===== config.mk =====
export PLATFORM = sky130hd
export DESIGN_NAME = nct_ctrl
export DESIGN_NICKNAME = d
export VERILOG_FILES = /design/src/sv/nct_pkg.sv /design/src/sv/nct_ctrl.sv
export VERILOG_INCLUDE_DIRS = /design/src /design/src/sv
export SDC_FILE = /design/constraint.sdc
export NUM_CORES = 1
export LEC_CHECK = 0
export ABC_AREA = 1
export ABC_CLOCK_PERIOD_IN_PS = 1700
export CORE_AREA = 2 2 39 41
export DETAILED_ROUTE_END_ITERATION = 7
export DIE_AREA = 0 0 41 43
export DONT_BUFFER_PORTS = 1
export GPL_TIMING_DRIVEN = 0
export HOLD_SLACK_MARGIN = 0.02
export SLEW_MARGIN = 20
export SYNTH_ARGS = -nofsm -noshare
export SYNTH_HDL_FRONTEND = slang
export SYNTH_SLANG_ARGS = --single-unit

===== constraint.sdc =====
create_clock -name clk_i -period 1.7 [get_ports clk_i]
set_input_delay 0.17 -clock clk_i [delete_from_list [all_inputs] [get_ports clk_i]]
set_output_delay 0.17 -clock clk_i [all_outputs]
set_load 0.02 [all_outputs]

===== src/sv/neighbor_cache_table_unit_macros.svh =====
// assertion macros shared by the neighbor cache table rtl
// no dependencies; included by the controller and the datapath
`ifndef NEIGHBOR_CACHE_TABLE_UNIT_MACROS_SVH
`define NEIGHBOR_CACHE_TABLE_UNIT_MACROS_SVH

// same-cycle implication, disabled while reset is low
`define NCT_ASSERT_IMP(lbl, clk, rstn, ante, cons, msg) \
  lbl: assert property (@(posedge clk) disable iff (!rstn) (ante) |-> (cons)) \
    else $error(msg);

// next-cycle implication, disabled while reset is low
`define NCT_ASSERT_NXT(lbl, clk, rstn, ante, cons, msg) \
  lbl: assert property (@(posedge clk) disable iff (!rstn) (ante) |=> (cons)) \
    else $error(msg);

`endif


===== src/sv/nct_pkg.sv =====
// shared types and constants of the neighbor cache table
// no dependencies
`default_nettype none

package nct_pkg;

  typedef enum logic [1:0] {
    FUNC_UPDATE = 2'd0,
    FUNC_LOOKUP = 2'd1,
    FUNC_AGE    = 2'd2,
    FUNC_NONE   = 2'd3
  } func_e;

  // configuration register indexes
  localparam logic REG_REACHABLE_LIMIT = 1'b0;
  localparam logic REG_STALE_LIMIT     = 1'b1;

  localparam logic [31:0] REACHABLE_LIMIT_RST = 32'd30000;
  localparam logic [31:0] STALE_LIMIT_RST     = 32'd120000;

  localparam int unsigned KEY_W  = 64;
  localparam int unsigned MAC_W  = 48;
  localparam int unsigned TIME_W = 32;
  localparam int unsigned SLOT_W = 5;
  localparam int unsigned RM_W   = 6;

  localparam logic [RM_W-1:0] RM_MAX = '1;

  // controller to datapath
  typedef struct packed {
    logic load;
    logic scan_step;
    logic commit;
    logic emit;
  } ctrl_cmd_t;

  // datapath to controller
  typedef struct packed {
    logic last_eval;
    logic is_update;
  } dp_status_t;

  // one result item, hit in the lowest bit
  typedef struct packed {
    logic [RM_W-1:0]   removed_count;
    logic              evicted;
    logic [SLOT_W-1:0] slot;
    logic [MAC_W-1:0]  mac_out;
    logic              hit;
  } result_t;

endpackage

`default_nettype wire


===== src/sv/nct_ctrl.sv =====
// request sequencer of the neighbor cache table
// uses nct_pkg and the assertion macros header
`default_nettype none

`include "neighbor_cache_table_unit_macros.svh"

module nct_ctrl (
  input  logic                   clk_i,
  input  logic                   rst_ni,
  input  logic                   in_valid_i,
  input  logic [1:0]             in_func_i,
  output logic                   in_ready_o,
  input  logic                   out_free_i,
  input  nct_pkg::dp_status_t    status_i,
  output nct_pkg::ctrl_cmd_t     cmd_o
);

  typedef enum logic [1:0] {
    ST_IDLE,
    ST_SCAN,
    ST_COMMIT,
    ST_FINISH
  } state_e;

  state_e state_q, state_d;

  always_comb begin
    state_d    = state_q;
    cmd_o      = '0;
    in_ready_o = 1'b0;
    case (state_q)
      ST_IDLE: begin
        in_ready_o = 1'b1;
        if (in_valid_i) begin
          cmd_o.load = 1'b1;
          if (nct_pkg::func_e'(in_func_i) == nct_pkg::FUNC_NONE) begin
            state_d = ST_FINISH;
          end else begin
            state_d = ST_SCAN;
          end
        end
      end
      ST_SCAN: begin
        cmd_o.scan_step = 1'b1;
        if (status_i.last_eval) begin
          state_d = status_i.is_update ? ST_COMMIT : ST_FINISH;
        end
      end
      ST_COMMIT: begin
        cmd_o.commit = 1'b1;
        state_d      = ST_FINISH;
      end
      ST_FINISH: begin
        if (out_free_i) begin
          cmd_o.emit = 1'b1;
          state_d    = ST_IDLE;
        end
      end
      default: begin
        state_d = ST_IDLE;
      end
    endcase
  end

  always_ff @(posedge clk_i or negedge rst_ni) begin
    if (!rst_ni) begin
      state_q <= ST_IDLE;
    end else begin
      state_q <= state_d;
    end
  end

  `NCT_ASSERT_IMP(a_emit_free, clk_i, rst_ni, cmd_o.emit, out_free_i, "emit into a full output stage")
  `NCT_ASSERT_IMP(a_commit_after_scan, clk_i, rst_ni, cmd_o.commit, $past(status_i.last_eval && status_i.is_update), "commit without a finished update scan")
  `NCT_ASSERT_NXT(a_one_at_a_time, clk_i, rst_ni, cmd_o.load, !in_ready_o, "request taken while one is in flight")

endmodule

`default_nettype wire


==> parameters.txt <==
Parameter                              Value

Run status
  Status    finished, final reports clean

Timing
  Final Skew    0.00151 ns
  Final critical-path required period    1.47 ns
  Fin crit share    86.2%
  Worst Setup Slack, final    0.234 ns
  Smallest hold slack    0.187 ns
  Number of failing hold endpoints at the final stage    0
  Slew of the pin with the lowest slew margin    0.340 ns
  Headroom to the max-slew limit    77.3%
  Number of pins exceeding their max-slew limit in the final report    0
  FMAX    682 MHz
  RSZ-0062 raised after global routing    false
  Final setup vio count    0
  Summed negative setup slack over all endpoints    0 ns

Worst setup path
  Kind of cell adding the most delay to the critical path    flip-flops
  CP endpoint kind    primary output
  Launching point of the worst reg2reg path    state_q[1]
  Delay contributed by the slowest stage of the critical path    0.41 ns
  Minimum setup slack among reg-to-reg paths    0.43 ns
  Capture point of the worst reg-to-reg path    state_q[0]
  Kind of critical path    reg2out
  CP Data Arrival Time    1.30 ns
  Worst setup SP type    flop
  Critical path buffer and inverter count    2
  Worst-case reg-to-reg path depth    7
  CP dominant cell by count    inv_1
  Capture point of the critical path    cmd_o[3]
  Launch point of the critical path    state_q[0]
  Critical Path Slowest Stage Cell    dfrtp_1
  Critical path fanouts, max    5
  Worst-path cell chain    inv_1 > ha_2 > nand2_1 > inv_1
  Number of gates on the worst path with buffers counted    4
  Worst EP required    1.53 ns

Floorplan
  Die Y-Extent    43 um
  Starting utilization of the core area    17.4%
  Overall die area    1760 um^2
  Floorplan die width    41 um
  Number of rows created at floorplan    14
  Top-level I/O count    13
  Area of the core    1380 um^2

Clocking
  Root buffer cell    clkbuf_4
  CTS Buf Count    3
  CTS H-tree depth    1
  Clock latency reported for the late side of the worst-skew pair    0.22 ns
  TritonCTS clock tree    built
  Clock sink total    2
  CTS clock-pin slew for the worst setup and hold paths    0.03 ns
  Maximum clock insertion buffer count    2

Power and ir drop
  Flop pwr share    18.6%
  Worst ir drop on vdd    0.352 mV
  Switching part of the total    51.1%
  Standby leakage power    0.190 nW
  PD cells    1920 nW/um^2
  Reported net switching power    289 uW
  Sum of internal, switching and leakage power    566 uW
  Comb power frac    63.7%
  Portion of total power attributed to the clock network    17.7%
  Internal cell power    277 uW

Route
  Initial DRC Count    2
  Drt wl/cell    7.93 um
  Vias/cell    3.68
  Final wirelength    444 um
  Drc violations    0
  Pre-Repair DR Iteration Count    2
  Remaining number of nets flagged by the antenna check after routing    0
  Vias    206

Final layout
  Layout cells sized above 1    25.0%
  Footprint of the multi-input gates    155 um^2
  Registers with the highest flip-flop counts    state_q (2)
  Register area    50.0 um^2
  Growth of design area from synthesis to finish    22.9%
  Finished layout cell area    295 um^2
  Count of filler cells inserted in the layout    159
  Flip-flop count of the largest register, all copies and words added    2
  Net count, final    54
  Register bank with the most flops    state_q
  Diodes inserted    0

Logic synthesis
  Number of cells produced by synthesis    36
  Cell area after synthesis    240 um^2
  Distinct cell type count after synthesis    9
  Number of synthesized register bits    2
  Portion of the post-synthesis area used by sequential elements    20.8%
  Post-synthesis average cell area    6.67 um^2
  YS warnings    0
  Synthesized net count    48

Flow run
  Number of max-cap violations    0

Global routing
  First-pass GRT wire length    759 um
  Initial antenna violation count    0
  Largest net degree at the start of global routing    6
  Tot GR Track Use    6.63%
  Leftover overflow at the end of global routing    0
  Via count of the first global-routing pass    216

Placement
  Worst slack at placement    0.322 ns
  Placed Area    260 um^2
  Half-perimeter wire length of the detailed placement result    388 um
  RD Place Congestion    0.716
  Port Buf Inserts    0

Hold path
  Worst hold path type    in2async
-- worst min path at each step --
stage                       to  slack [ns]  cells after the start
floorplan           state_q[0]       -0.13                      0
global placement    state_q[0]       -0.13                      0
detailed placement  state_q[0]       -0.13                      0
CTS                 state_q[0]        0.18                      1
global route        state_q[0]        0.18                      1
finish              state_q[0]        0.19                      1
-- stage by stage --
step                instances  util, %
floorplan                  36        -
global placement           52     18.8
detailed placement         52     18.8
CTS                        56     21.2
global route               56     21.3
finish                     56     21.3
-- area by class of cell --
| cell class | count | share of cell area [%] |
|---|---|---|
| Multi-Input combinational cell | 24 | 52.5 |
| Sequential cell | 2 | 16.9 |
| Inverter | 10 | 12.7 |
| Clock buffer | 3 | 7.63 |
| Tap cell | 16 | 6.78 |
| Timing Repair Buffer | 1 | 3.39 |
-- cell usage after synthesis --
cell,number,area (um^2)
nand3_1,4,20.0
nor2_4,1,11.3
ha_1,4,50.1
dfrtp_1,2,50.1
inv_2,1,3.75
inv_1,9,33.8
nand2_2,3,18.8
nand2_4,1,11.3
nand2_1,11,41.3
-- logic make-up (layout without fill, tap and decap cells) --
kind of cell             Yosys count  after routing  synth area share [%]
adder cells (fa/ha/maj)            4              4                  20.8
buffers and inverters             10             14                  15.6
flip-flops                         2              2                  20.8
AND/OR/NAND/NOR                   20             20                  42.7
-- layout by cell type (no fill, tap or decap), drive strengths merged --
cell	count
clkbuf	3
dlygate4sd3	1
ha	4
nand2	15
nor2	1
nand3	4
dfrtp	2
inv	10
-- per-layer routing --
metal  vias to the layer above  part of all wire [%]  global-route usage (%)
met2                         6                    53                    9.38
met3                         0                   5.2                    3.14
met1                        89                    41                    6.75
met4                         0                     0                    6.00
met5                         -                     0                       0
li1                        111                     -                       -
-- timing repair --
item	CTS	global route
endpoints found under the hold margin	2	0
buffers inserted	0	0
hold buffers	1	0
resized for setup	0	1
setup endpoints to repair	0	1
-- power groups by stage --
| stage | Combinational, mW | Clock, mW | Sequential, mW |
|---|---|---|---|
| after floorplan | 0.315 | 0 | 0.0980 |
| after global placement | 0.356 | 0 | 0.105 |
| after detailed placement | 0.359 | 0 | 0.107 |
| after CTS | 0.362 | 0.107 | 0.107 |
| after global routing | 0.414 | 0.115 | 0.114 |
| final | 0.361 | 0.100 | 0.105 |
(Power assumes the default switching activity.)
